<file path="src/hdl/acm_pkg.sv">
// Package: constants and item types for the accelerometer offset/magnitude block.
package acm_pkg;

  localparam int CALIB_SAMPLES = 500;
  localparam int ONE_G         = 16384;
  localparam int AXES          = 3;
  localparam int DATA_W        = 16;

  // calibration count and per-axis sum
  localparam int CNT_W  = $clog2(CALIB_SAMPLES + 1);
  localparam int SUM_W  = CNT_W + DATA_W;
  // magnitude of a sum; serial divider remainder
  localparam int DVD_W  = SUM_W - 1;
  localparam int REM_W  = $clog2(CALIB_SAMPLES) + 1;

  // squares and root
  localparam int SQ_W   = 2 * DATA_W;
  localparam int RAD_W  = SQ_W + 2;
  localparam int ROOT_W = RAD_W / 2;
  localparam int SRM_W  = ROOT_W + 2;

  localparam int MAX_STEPS = (DVD_W > ROOT_W) ? DVD_W : ROOT_W;
  localparam int STEP_W    = $clog2(MAX_STEPS + 1);

  typedef struct packed {
    logic signed [DATA_W-1:0] accel_x;
    logic signed [DATA_W-1:0] accel_y;
    logic signed [DATA_W-1:0] accel_z;
  } sample_t;

  typedef struct packed {
    logic signed [DATA_W-1:0] corrected_x;
    logic signed [DATA_W-1:0] corrected_y;
    logic signed [DATA_W-1:0] corrected_z;
    logic        [DATA_W-1:0] magnitude;
  } result_t;

endpackage

</file>
<file path="src/hdl/accel_offset_calibrate_magnitude.sv">
// Top level: offset calibration, offset removal and bit-serial magnitude.
//
//   channel  | signals                               | dir | payload
//   ---------+---------------------------------------+-----+----------------------
//   sample   | sample_valid, sample_ready, sample    | in  | acm_pkg::sample_t
//   result   | result_valid, result_ready, result    | out | acm_pkg::result_t
//
// A calibration item only adds into the sums; the last one also starts the
// bit-serial divide of the sums by the sample count. A measured item runs from
// accept through the three shift-add squarers, the sum of squares, the
// bit-a-cycle square root and the output load; only idle takes a new sample.
// Synchronous reset clears the count, sums, offsets and the output valid.
// A result waiting in the output register does not stop the next item; only a
// second finished result waits for the register to drain.
module accel_offset_calibrate_magnitude (
  input  logic             clk,
  input  logic             rst,
  input  logic             sample_valid,
  output logic             sample_ready,
  input  acm_pkg::sample_t sample,
  output logic             result_valid,
  input  logic             result_ready,
  output acm_pkg::result_t result
);

  localparam logic [2:0] ST_IDLE = 3'd0;
  localparam logic [2:0] ST_DIV  = 3'd1;
  localparam logic [2:0] ST_MUL  = 3'd2;
  localparam logic [2:0] ST_ADD  = 3'd3;
  localparam logic [2:0] ST_ROOT = 3'd4;
  localparam logic [2:0] ST_FIN  = 3'd5;

  logic [2:0]                        state;
  logic [acm_pkg::CNT_W-1:0]         calib_count;
  logic signed [acm_pkg::SUM_W-1:0]  axis_sum    [acm_pkg::AXES];
  logic signed [acm_pkg::DATA_W-1:0] axis_offset [acm_pkg::AXES];
  logic [acm_pkg::STEP_W-1:0]        step;

  // divider lanes
  logic [acm_pkg::DVD_W-1:0] dvd  [acm_pkg::AXES];
  logic [acm_pkg::REM_W-1:0] drem [acm_pkg::AXES];
  logic                      dneg [acm_pkg::AXES];

  // squarer lanes
  logic [acm_pkg::DATA_W-1:0] corr  [acm_pkg::AXES];
  logic [acm_pkg::DATA_W-1:0] mcand [acm_pkg::AXES];
  logic [acm_pkg::DATA_W-1:0] mhi   [acm_pkg::AXES];
  logic [acm_pkg::DATA_W-1:0] mlo   [acm_pkg::AXES];

  // square root
  logic [acm_pkg::RAD_W-1:0]  rad;
  logic [acm_pkg::SRM_W-1:0]  srem;
  logic [acm_pkg::ROOT_W-1:0] root;

  // combinational
  logic signed [acm_pkg::DATA_W-1:0] raw       [acm_pkg::AXES];
  logic signed [acm_pkg::SUM_W-1:0]  sum_next  [acm_pkg::AXES];
  logic [acm_pkg::DVD_W-1:0]         sum_abs   [acm_pkg::AXES];
  logic [acm_pkg::REM_W:0]           dtrial    [acm_pkg::AXES];
  logic                              dge       [acm_pkg::AXES];
  logic [acm_pkg::REM_W-1:0]         drem_next [acm_pkg::AXES];
  logic [acm_pkg::DATA_W-1:0]        quot      [acm_pkg::AXES];
  logic [acm_pkg::DATA_W-1:0]        off_next  [acm_pkg::AXES];
  logic [acm_pkg::DATA_W-1:0]        corr_next [acm_pkg::AXES];
  logic [acm_pkg::DATA_W-1:0]        abs_next  [acm_pkg::AXES];
  logic [acm_pkg::DATA_W:0]          msum      [acm_pkg::AXES];
  logic [acm_pkg::RAD_W-1:0]         sq_sum;
  logic [acm_pkg::SRM_W+1:0]         strial;
  logic [acm_pkg::SRM_W+1:0]         sdiv;
  logic                              sge;
  logic [acm_pkg::SRM_W-1:0]         srem_next;

  logic accept;
  logic calib_done;
  logic calib_last;
  logic out_free;

  assign sample_ready = (state == ST_IDLE);
  assign accept       = sample_valid && sample_ready;
  assign calib_done   = (calib_count == acm_pkg::CNT_W'(acm_pkg::CALIB_SAMPLES));
  assign calib_last   = (calib_count == acm_pkg::CNT_W'(acm_pkg::CALIB_SAMPLES - 1));
  assign out_free     = !result_valid || result_ready;

  assign raw[0] = sample.accel_x;
  assign raw[1] = sample.accel_y;
  assign raw[2] = sample.accel_z;

  always_comb begin
    for (int i = 0; i < acm_pkg::AXES; i++) begin
      sum_next[i] = axis_sum[i] + acm_pkg::SUM_W'(raw[i]);
      sum_abs[i]  = sum_next[i][acm_pkg::SUM_W-1] ? acm_pkg::DVD_W'(-sum_next[i])
                                                  : acm_pkg::DVD_W'(sum_next[i]);
      // restoring divide by the sample count, one quotient bit a cycle
      dtrial[i]    = {drem[i], dvd[i][acm_pkg::DVD_W-1]};
      dge[i]       = (dtrial[i] >= (acm_pkg::REM_W+1)'(acm_pkg::CALIB_SAMPLES));
      drem_next[i] = dge[i]
                     ? acm_pkg::REM_W'(dtrial[i] - (acm_pkg::REM_W+1)'(acm_pkg::CALIB_SAMPLES))
                     : acm_pkg::REM_W'(dtrial[i]);
      quot[i]      = acm_pkg::DATA_W'({dvd[i][acm_pkg::DVD_W-2:0], dge[i]});
      off_next[i]  = dneg[i] ? -quot[i] : quot[i];
      corr_next[i] = raw[i] - axis_offset[i];
      abs_next[i]  = corr_next[i][acm_pkg::DATA_W-1] ? -corr_next[i] : corr_next[i];
      msum[i]      = {1'b0, mhi[i]} + (mlo[i][0] ? {1'b0, mcand[i]} : '0);
    end
    // Z offset also carries one g
    off_next[2] = off_next[2] - acm_pkg::DATA_W'(acm_pkg::ONE_G);
  end

  assign sq_sum = acm_pkg::RAD_W'({mhi[0], mlo[0]}) + acm_pkg::RAD_W'({mhi[1], mlo[1]})
                + acm_pkg::RAD_W'({mhi[2], mlo[2]});

  // square root: two radicand bits enter the remainder each cycle
  assign strial    = {srem, rad[acm_pkg::RAD_W-1 -: 2]};
  assign sdiv      = (acm_pkg::SRM_W+2)'({root, 2'b01});
  assign sge       = (strial >= sdiv);
  assign srem_next = sge ? acm_pkg::SRM_W'(strial - sdiv) : acm_pkg::SRM_W'(strial);

  // control and calibration state
  always_ff @(posedge clk) begin
    if (rst) begin
      state        <= ST_IDLE;
      calib_count  <= '0;
      result_valid <= 1'b0;
      for (int i = 0; i < acm_pkg::AXES; i++) begin
        axis_sum[i]    <= '0;
        axis_offset[i] <= '0;
      end
    end else begin
      // in ST_FIN the load below decides the valid
      if (result_valid && result_ready && (state != ST_FIN)) begin
        result_valid <= 1'b0;
      end
      case (state)
        ST_IDLE: begin
          if (accept) begin
            if (!calib_done) begin
              calib_count <= calib_count + 1'b1;
              for (int i = 0; i < acm_pkg::AXES; i++) begin
                axis_sum[i] <= sum_next[i];
              end
              if (calib_last) begin
                state <= ST_DIV;
              end
            end else begin
              state <= ST_MUL;
            end
          end
        end
        ST_DIV: begin
          if (step == acm_pkg::STEP_W'(acm_pkg::DVD_W - 1)) begin
            for (int i = 0; i < acm_pkg::AXES; i++) begin
              axis_offset[i] <= off_next[i];
            end
            state <= ST_IDLE;
          end
        end
        ST_MUL: begin
          if (step == acm_pkg::STEP_W'(acm_pkg::DATA_W - 1)) begin
            state <= ST_ADD;
          end
        end
        ST_ADD: begin
          state <= ST_ROOT;
        end
        ST_ROOT: begin
          if (step == acm_pkg::STEP_W'(acm_pkg::ROOT_W - 1)) begin
            state <= ST_FIN;
          end
        end
        ST_FIN: begin
          if (out_free) begin
            result_valid <= 1'b1;
            state        <= ST_IDLE;
          end
        end
        default: begin
          state <= ST_IDLE;
        end
      endcase
    end
  end

  // datapath shift registers
  always_ff @(posedge clk) begin
    case (state)
      ST_IDLE: begin
        step <= '0;
        for (int i = 0; i < acm_pkg::AXES; i++) begin
          dvd[i]   <= sum_abs[i];
          dneg[i]  <= sum_next[i][acm_pkg::SUM_W-1];
          drem[i]  <= '0;
          corr[i]  <= corr_next[i];
          mcand[i] <= abs_next[i];
          mhi[i]   <= '0;
          mlo[i]   <= abs_next[i];
        end
      end
      ST_DIV: begin
        step <= step + 1'b1;
        for (int i = 0; i < acm_pkg::AXES; i++) begin
          drem[i] <= drem_next[i];
          dvd[i]  <= {dvd[i][acm_pkg::DVD_W-2:0], dge[i]};
        end
      end
      ST_MUL: begin
        step <= step + 1'b1;
        for (int i = 0; i < acm_pkg::AXES; i++) begin
          mhi[i] <= msum[i][acm_pkg::DATA_W:1];
          mlo[i] <= {msum[i][0], mlo[i][acm_pkg::DATA_W-1:1]};
        end
      end
      ST_ADD: begin
        step <= '0;
        rad  <= sq_sum;
        srem <= '0;
        root <= '0;
      end
      ST_ROOT: begin
        step <= step + 1'b1;
        rad  <= {rad[acm_pkg::RAD_W-3:0], 2'b00};
        srem <= srem_next;
        root <= {root[acm_pkg::ROOT_W-2:0], sge};
      end
      ST_FIN: begin
        if (out_free) begin
          result.corrected_x <= corr[0];
          result.corrected_y <= corr[1];
          result.corrected_z <= corr[2];
          result.magnitude   <= root[acm_pkg::DATA_W-1:0];
        end
      end
      default: begin
        step <= '0;
      end
    endcase
  end

endmodule

</file>
<file path="config.mk">
export PLATFORM = sky130hd
export DESIGN_NAME = accel_offset_calibrate_magnitude
export DESIGN_NICKNAME = d
export VERILOG_FILES = /design/src/hdl/acm_pkg.sv /design/src/hdl/accel_offset_calibrate_magnitude.sv
export SDC_FILE = /design/constraint.sdc
export NUM_CORES = 1
export LEC_CHECK = 0
export BUFFER_PORTS_ARGS = -buffer_cell sky130_fd_sc_hd__buf_2
export CORE_MARGIN = 2
export CORE_UTILIZATION = 45
export CTS_BUF_LIST = sky130_fd_sc_hd__clkbuf_8
export DETAILED_ROUTE_END_ITERATION = 8
export PLACE_DENSITY_LB_ADDON = 0.12
export SETUP_SLACK_MARGIN = 0.5
export SYNTH_ARGS = -nofsm -noshare
export SYNTH_HDL_FRONTEND = slang
export SYNTH_SLANG_ARGS = --single-unit
</file>
<file path="constraint.sdc">
create_clock -name clk -period 16 [get_ports clk]
set_input_delay 0.8 -clock clk [delete_from_list [all_inputs] [get_ports clk]]
set_output_delay 0.8 -clock clk [all_outputs]
set_load 0.1 [all_outputs]
</file>
; ---- After elaboration in Yosys (flattened, before gate mapping)
; Memory sizes are Yosys's and may differ from the RTL's. A register that Yosys moved wholly into a read port is not among the register bits.
; Index checks and enable logic that the tools add are counted.
[op_classes]
addsub = 27
order_cmp = 4
n_eq_ne = 17
muxes = 66
bitwise_logic = 19
reduce_logical = 11
[ops]
columns = operator, count
row1 = 16-bit 2-to-1 mux, 18
row2 = 24-bit 2-to-1 mux, 6
row3 = 16-bit negation, 6
row4 = 25-bit by 16-bit adder with 25-bit output, 3
row5 = 25-bit 2-to-1 mux, 3
row6 = 24-bit negation, 3
row7 = 34-bit one-hot mux with 2 select lines, 1
row8 = 10-bit 2-to-1 mux, 6
row9 = 16-bit by 16-bit adder with 17-bit output, 3
row10 = 16-bit subtractor, 3
row11 = 19-bit one-hot mux with 2 select lines, 1
row12 = 33-bit by 32-bit adder with 34-bit output, 1
row13 = 17-bit one-hot mux with 2 select lines, 1
row14 = 32-bit by 32-bit adder with 33-bit output, 1
row15 = 11-bit by 9-bit >= comparator with 1-bit output (second input constant), 3
row16 = 10-bit by 9-bit subtractor with 10-bit output (second input constant), 3
row17 = 21-bit by 19-bit >= comparator with 1-bit output, 1
row18 = 3-bit 2-to-1 mux, 7
row19 = 1-bit 2-to-1 mux, 20
row20 = 19-bit 2-to-1 mux, 1
row21 = 19-bit subtractor, 1
row22 = 9-bit == test (second input constant), 2
row23 = 1-bit OR, 18
row24 = 3-bit one-hot mux with 6 select lines, 1
row25 = other kinds (23), 31
[word_totals]
regBits = 104
mem_bits_rw = 420
out_inout_bits = 66
n_memories = 9
[mem_list]
columns = name, words, word_bits, rd, rd_clocked_by_memory_dff, write_ports, line
row1 = axis_sum, 3, 25, 3, 0, 3, accel_offset_calibrate_magnitude.sv:35  ; logic signed [acm_pkg::SUM_W-1:0] axis_sum [acm_pkg::AXES];
row2 = dvd, 3, 24, 3, 0, 3, accel_offset_calibrate_magnitude.sv:40  ; logic [acm_pkg::DVD_W-1:0] dvd [acm_pkg::AXES];
row3 = axis_offset, 3, 16, 3, 0, 3, accel_offset_calibrate_magnitude.sv:36  ; logic signed [acm_pkg::DATA_W-1:0] axis_offset [acm_pkg::AXES];
row4 = corr, 3, 16, 3, 3, 3, accel_offset_calibrate_magnitude.sv:45  ; logic [acm_pkg::DATA_W-1:0] corr [acm_pkg::AXES];
row5 = mcand, 3, 16, 3, 0, 3, accel_offset_calibrate_magnitude.sv:46  ; logic [acm_pkg::DATA_W-1:0] mcand [acm_pkg::AXES];
row6 = mhi, 3, 16, 3, 0, 3, accel_offset_calibrate_magnitude.sv:47  ; logic [acm_pkg::DATA_W-1:0] mhi [acm_pkg::AXES];
row7 = +3 memories, -, -, -, -, -, -

; ---- Longest topological paths before layout
; Gate-level depths: netlist (run 1).
[logic_depth]
depth_word = 7
ltp_mapped = 16

; ---- Worst setup path before layout (run 1)
; Ideal clock, no wire load.
[synth_path]
kind = register to register
from = register state[1]
to = memory axis_sum[0][0] (netlist name), enable pin
setup_ns = 0.446
arrival_ns = 13.728
path_slack_ns = 1.826
path_stages_with_launch = 5
path_buffers = 1
period_less_slack_ns = 14.174
path_cell_list = dfxtp_1 > clkbuf_1 > nor3_1 > nand3_1 > nand2b_1
[synth_lines]
columns = item, line
row1 = "start, declared", accel_offset_calibrate_magnitude.sv:33  ; logic [2:0] state;
row2 = "start signal, assigned", accel_offset_calibrate_magnitude.sv:121  ; state <= ST_IDLE;
row3 = "start signal, assigned", accel_offset_calibrate_magnitude.sv:142  ; state <= ST_DIV;
row4 = "start signal, assigned", accel_offset_calibrate_magnitude.sv:145  ; state <= ST_MUL;
row5 = "end, declared", accel_offset_calibrate_magnitude.sv:35

; ---- Worst setup path after layout (run 1)
[layout_path]
from = register root[0] (netlist name)
to = register srem[2] (netlist name), data pin
[layout_via]
elab_chain_cells = 3
[layout_lines]
columns = item, line
row1 = "start, declared", accel_offset_calibrate_magnitude.sv:53  ; logic [acm_pkg::ROOT_W-1:0] root;
row2 = "start signal, assigned", accel_offset_calibrate_magnitude.sv:222  ; root <= {root[acm_pkg::ROOT_W-2:0], sge};
row3 = 19-bit subtractor or 21-bit by 19-bit >= comparator with 1-bit output (tied branches), "accel_offset_calibrate_magnitude.sv:116, accel_offset_calibrate_magnitude.sv:115"
row4 = 19-bit 2-to-1 mux *, accel_offset_calibrate_magnitude.sv:116  ; assign srem_next = sge ? acm_pkg::SRM_W'(strial - sdiv) : acm_pkg::SRM_W'(strial);
row5 = 19-bit one-hot mux with 2 select lines *, accel_offset_calibrate_magnitude.sv:185  ; case (state)
row6 = "end signal, assigned", accel_offset_calibrate_magnitude.sv:221  ; srem <= srem_next;
row7 = "end, declared", accel_offset_calibrate_magnitude.sv:52  ; logic [acm_pkg::SRM_W-1:0] srem;
; Mark *: on every way between the ends. The rest lies on a longest branch, timed or not.
; A chain may end at the register's enable or synchronous reset.

==> out/qor.txt, run 1 <==
Clock Pin Slew Worst Setup and Hold Paths: 0.06 ns
Chip Width: 288.1 um
gr ovfl total: 0
Placement Setup Slack: 11.25 ns
Hold Fails Final Rpt: 0
routability cong.: 0.8859
cts hold-fix bufs: 0
Final Non-Filler Cells: 4767
Total Power: 5237 uW
Arr. time, crit path: 4.78 ns
routed vias: 26460
post-synthesis cell type count: 109
Hold Path End: result[40]
ys flop type: edfxtp_1
die height: 288.1 um
H-tree depth: 3
Synth Cell Area: 0.03632 mm2
final layout net count: 3946
syn avg cell area: 10.46 um2
worst r2r dst: srem[2]
fin crit share: 0.2736
post-route setup slack: 11.62 ns
gr usage total: 0.2167
row count: 104
R2R depth: 13
worst path cell trace: inv_1 -> ha_1 -> o21a_1 -> o21ai_1 -> a211o_1 -> a31oi_1 -> a311oi_2 -> o41ai_1 -> a221o_1 -> a2111oi_4 -> buf_4 -> mux2i_1 -> nor2_1
die area: 0.08301 mm2
HP Class: register to register
RSZ-0062 raised after global routing: no
crit start category: register
endpoint class of the critical path: register
Post-synth EDFFs: 556
worst reg2reg path startpoint: root[0]
first-pass GRT wire length: 142700 um
crit path kind: register to register
worst slew pin tran: 1.207 ns
routed len/inst: 18.92 um
port bufs: 117
Post-CTS Resized: 0
Synth async-reset ratio: 0
clock buffer depth: 3
LEAKAGE: 0.01601 uW
ratio of routed vias to standard cells: 5.551
clock sink total: 569
Clk Tree Root Cell: clkbuf_8
Ports: 118
TritonCTS clock tree: built
CP max stage delay: 0.97 ns
placed cell count: 4569
Max-slew headroom: 0.1921
P&R area growth vs syn: 10.50%
share of the synthesized area in the top cell type: 0.4596
Peak Freq: 0.2284 GHz
Final setup violation count: 0
Max Clock Skew: 0.02550 ns
post-CTS setup buffer count: 0
Setup TNS: 0 ns
largest net degree at the start of global routing: 82
Yosys top cell by area: edfxtp_1
drt first pass iters: 6
VDD IR max: 0.00008053 V
initial antenna violation count: 2
Post-DP HPWL: 66740 um
vias in the first global route: 26190
Iter 0 DRT Violations: 1522
hold path cells: 0
drt drc: 0
share of cells above drive strength 1: 0.1131
syn_nets: 3803
final wirelength: 90190 um
Hold Crit Start: corr[0][24]
min cycle time layout: 4.378 ns
register area share after synthesis: 0.4668
initial core utilization: 0.4532
Num CTS Buffers: 106
Core ar.: 0.08016 mm2
Post-Syn Instances: 3474
max-cap viol count: 0
outcome: finished, final reports clean
dominant cells by area after synthesis: edfxtp_1, ha_1, nor2_1
r2r setup slk: 11.62 ns
Worst Path Max Fanout: 12
Worst path slowest cell: a2111oi_4
Pwr Density: 130.5 mW/mm2
Final Max Slew Viols: 0
Synth warnings: 0
Yosys reg bits: 569
post-route ant nets: 0
Worst-Skew Late Latency: 0.71 ns
WP data required: 16.41 ns
## worst max-delay path, delay by kind of cell, from the launching register on
family | cells | cell delay [ns]
AOI/OAI and AO/OA | 8 | 2.62
adders and majority gates | 1 | 0.29
buffers and inverters | 2 | 0.49
DFF | 1 | 0.38
muxes | 1 | 0.22
and+or+nand+nor | 1 | 0.06
## synth_stat cells (15+ instances only)
master / instances
xor2_1: 146
mux2i_1: 25
or2_2: 17
clkbuf_1: 75
a31oi_1: 38
o21ai_1: 20
o21a_1: 26
a21o_1: 66
fa_1: 42
o21ai_0: 177
nand3_1: 70
nand4_1: 20
nor2b_1: 34
o21bai_1: 23
and2_1: 90
nand2b_1: 22
nor3_1: 93
o31ai_1: 37
a211oi_1: 28
nor2_1: 421
and3_1: 43
mux2_2: 44
edfxtp_1: 556
or3_1: 19
ha_1: 235
inv_1: 203
xnor2_1: 168
nand2_1: 229
o41ai_1: 15
a21oi_1: 208
## worst max-delay path by stage
stage,from,to
6_report,root[0],srem[2]
5_1_grt,root[0],srem[8]
4_1_cts,root[0],srem[4]
3_5_place_dp,sample[16],dvd[0][35]
3_3_place_gp,sample[16],dvd[0][34]
2_1_floorplan,state[1],axis_sum[0][0]
## area by class of cell
type                    count  area (um2)
clock buffers             108        1486
diodes                      2       5.005
well taps                1060        1326
inverters                 204       765.7
flip-flops and latches    569       16960
fillers                  7420       40020
repair buffers            138       743.2
multi-input cells        2598       18260
clock inverters            88       595.6
## stage by stage
stage	hold WS, ns	area (um2)	util
after floorplan	0.4003	36320	-
after global placement	0.4014	38050	0.4747
after global routing	0.4171	40140	0.5007
final	0.4007	40140	0.5008
after detailed placement	0.4045	38050	0.4747
after CTS	0.3917	40130	0.5007
## flip-flops by register name, indices dropped and copies added, names as in the netlist
register	cells
step	5
calib_count	9
dneg	3
state	3
srem	19
mcand	48
drem	30
axis_offset	48
result_valid	1
result	64
root	17
mhi	48
dvd	72
corr	45
rad	34
mlo	48
axis_sum	75
## where the power goes
part           switching (uW)  internal (uW)
sequential                180           1980
clock                     647            759
combinational             959            716
## logic make-up (layout without fill, tap and decap cells)
kind of cell	Yosys count	in the layout	synth area share
flip-flops	569	569	0.4668
adder cells (fa/ha/maj)	277	277	0.1041
AND/OR/NAND/NOR	1153	1153	0.1557
multiplexers	69	69	0.02053
XOR/XNOR	314	314	0.07571
buffers and inverters	307	538	0.03279
AO/OA/AOI/OAI	785	785	0.1444
other	0	2	0
## cells in the final DEF (no fill, tap or decap), drive strengths merged, types with 39 or more instances in the layout
master and count:
edfxtp 556, xnor2 168, nand3 70, nand2 230, fa 42, a31oi 39
buf 138, clkinv 49, inv 230, nor2 424, a21o 66, a21oi 213
and3 43, o31ai 41, nor3 97, clkbuf 108, xor2 146, o21ai 198
mux2 44, and2 90, ha 235
## routing by layer
metal,vias up,part of all wire,GRT usage
met2,521,0.47,0.3565
li1,12990,-,-
met5,-,0,0
met4,0,0.029,0.06762
met1,12810,0.46,0.2946
met3,151,0.041,0.03352
(Power assumes the default switching activity.)
==> run 2: changes to the inputs <==
- clock period: 16 -> 3.6 ns (I/O delays scaled with it)
==> run 2 against run 1 <==
The flow now finishes with violations (negative setup slack). Non-clock buffer count grew 330. Cell area rose by 16%. Wire length up 7.8%. Setup slack got worse by 12 ns. Register-to-register slack lost 12 ns. Largest cell class unchanged.
==> out/qor.txt, run 2 (synthesized netlist as in run 1, its figures left out) <==
Ports: 118 (unchanged)
placed cell count: 4691 (+2.7%)
Worst path slowest cell: fa_1
crit path kind: register to register
H-tree depth: 3 (unchanged)
Hold Fails Final Rpt: 0 (unchanged)
Clock Pin Slew Worst Setup and Hold Paths: 0.06 ns (about the same)
min cycle time layout: 3.690 ns (-0.6879 ns)
Clk Tree Root Cell: clkbuf_8
outcome: finished with violations
Worst-Skew Late Latency: 0.72 ns (about the same)
Biggest register: axis_sum
die height: 288.1 um (unchanged)
final wirelength: 97230 um (+7.8%)
Largest register FFs: 75 (unchanged)
gr ovfl total: 0 (unchanged)
post-route setup slack: -0.08997 ns (-11.71 ns)
final layout net count: 4275 (+8.3%)
WP data required: 4.12 ns (-12.29 ns)
port bufs: 117 (unchanged)
worst path cell trace: fa_1 -> ha_2 -> fa_2 -> a21o_1 -> a211oi_4 -> o31ai_4 -> a31oi_4 -> o211a_1 -> o31ai_4 -> a21oi_2 -> o211ai_1 -> and3_1 -> o31ai_2
leading cell types in the layout, fill and taps excluded: edfxtp_1, nor2_1, buf_4
clock buffer depth: 3 (unchanged)
Worst Path Max Fanout: 3 (-9)
placed instance area: 0.03912 mm2 (+2.8%)
Max Clock Skew: 0.02713 ns (+0.001631 ns)
first-pass GRT wire length: 148100 um (+3.8%)
leading cell type in the layout, fill and taps excluded: edfxtp_1
drt drc: 0 (unchanged)
violated checks: negative setup slack
Core ar.: 0.08016 mm2 (unchanged)
die area: 0.08301 mm2 (unchanged)
largest net degree at the start of global routing: 109 (+33%)
gr usage total: 0.2245 (+0.007827)
Pwr Density: 571.3 mW/mm2 (+340%)
Final Max Slew Viols: 0 (unchanged)
Post-DP HPWL: 65930 um (-1.2%)
Arr. time, crit path: 4.21 ns (-0.57 ns)
LEAKAGE: 0.01879 uW (+17%)
row count: 104 (unchanged)
HP Class: input pin to register
drt first pass iters: 6 (unchanged)
endpoint class of the critical path: register
Max-slew headroom: 0.3425 (+0.1504)
initial antenna violation count: 6 (+4)
met2 global-route usage: 0.3717 (+0.01520)
CP max stage delay: 0.50 ns (-0.47 ns)
GRT Max-Usage Layer: met2
Chip Width: 288.1 um (unchanged)
Iter 0 DRT Violations: 1749 (+15%)
Peak Freq: 0.2710 GHz (+19%)
Final setup violation count: 2 (+2)
P&R area growth vs syn: 28.42%
max-cap viol count: 0 (unchanged)
Buffers & Inverters on Critical Path: 0 (-2)
routed len/inst: 19.08 um (+0.84%)
Hold WS: 0.07119 ns (-0.3295 ns)
Num CTS Buffers: 104 (-1.9%)
Setup TNS: -0.1653 ns (-0.1653 ns)
met1 Usage GRT: 0.3034 (+0.008815)
Final Util: 0.5819 (+0.08118)
family with the most delay on the worst path: compound AO/OA/AOI/OAI gates
worst slew pin tran: 0.9739 ns (-0.2334 ns)
post-route ant nets: 0 (unchanged)
TritonCTS clock tree: built
share of cells above drive strength 1: 0.2951 (+0.1820)
Regs by FF count: axis_sum: 75 flops, dvd: 72 flops, result: 64 flops
initial core utilization: 0.4532 (unchanged)
routability cong.: 0.9017 (+1.8%)
crit start category: register
RSZ-0062 raised after global routing: yes
global routing usage on met3: 0.03185 (-0.001664)
Final Non-Filler Cells: 5096 (+6.9%)
clock sink total: 569 (unchanged)
vias in the first global route: 27530 (+5.1%)
VDD IR max: 0.0004760 V (+490%)
fin crit share: 1.025 (+0.7514)
Final Instance Area: 0.04665 mm2 (+16%)
routed vias: 28180 (+6.5%)
CP dominant cell by count: o31ai_4
ratio of routed vias to standard cells: 5.529 (-0.40%)
[run 2: cell count changes in the layout (fill, tap and decap cells not counted), moves of 34 or more]
cell / delta
a21oi_2: +51
o21ai_0: -80
buf_6: +62
xnor2_2: +39
buf_4: +231
a21oi_1: -67
ha_1: -34
o21ai_1: +46
xnor2_1: -45
[run 2: where the power goes]
part / internal [uW] / total [uW] / switching (uW)
Clock: 3110 / 6070 / 2960
Combinational: 5320 / 11000 / 5690
Sequential: 8780 / 9570 / 792
Total: 17200 / 26600 / 9440
[run 2: per-layer routing]
metal  vias to the layer above  part of all wire
li1                      13640                 -
met1                     13700              0.44
met2                       631              0.48
met3                       211             0.042
met4                         2             0.035
met5                         -           0.00014
[run 2: final timing paths]
path / to / startpoint / slack [ns] / cells after the start
worst min register to register: result[59] / corr[0][11] / 0.41 / 0
worst max register to register: rad[31] / mlo[0][17] / -0.09 / 13
worst min-delay path: mcand[0][16] / sample[16] / 0.07 / 4
worst max-delay path: rad[31] / mlo[0][17] / -0.09 / 13
[run 2: area by class of cell]
cell class | instances | area (um2)
multi-input cells | 2598 | 21680
well taps | 1060 | 1326
diodes | 3 | 7.507
repair inverters | 1 | 7.507
repair buffers | 468 | 3871
fillers | 6711 | 33510
inverters | 204 | 790.8
flip-flops and latches | 569 | 16960
clock buffers | 108 | 1486
clock inverters | 85 | 521.8
[run 2: worst min-delay path, cell delays in order]
cell,delay (ns)
buf_2,0.09
inv_1,0.06
ha_4,0.28
inv_1,0.06
[run 2: per-stage QoR]
step | total power, uW | worst slack [ns]
4_1_cts | 25520 | 0.001298
3_5_place_dp | 17650 | -0.3639
3_3_place_gp | 17440 | -0.2275
5_1_grt | 28170 | -0.2438
2_1_floorplan | 15240 | -2.103
6_report | 26650 | -0.08997
[run 2: timing repair]
action | CTS | global route
resized for setup | 498 | 315
endpoints found under the setup margin | 207 | 210
gates cloned | 8 | 3
pin swaps | 244 | 210
buffers inserted | 100 | 90
hold endpoints to repair | 21 | 0
hold buffers | 8 | 0
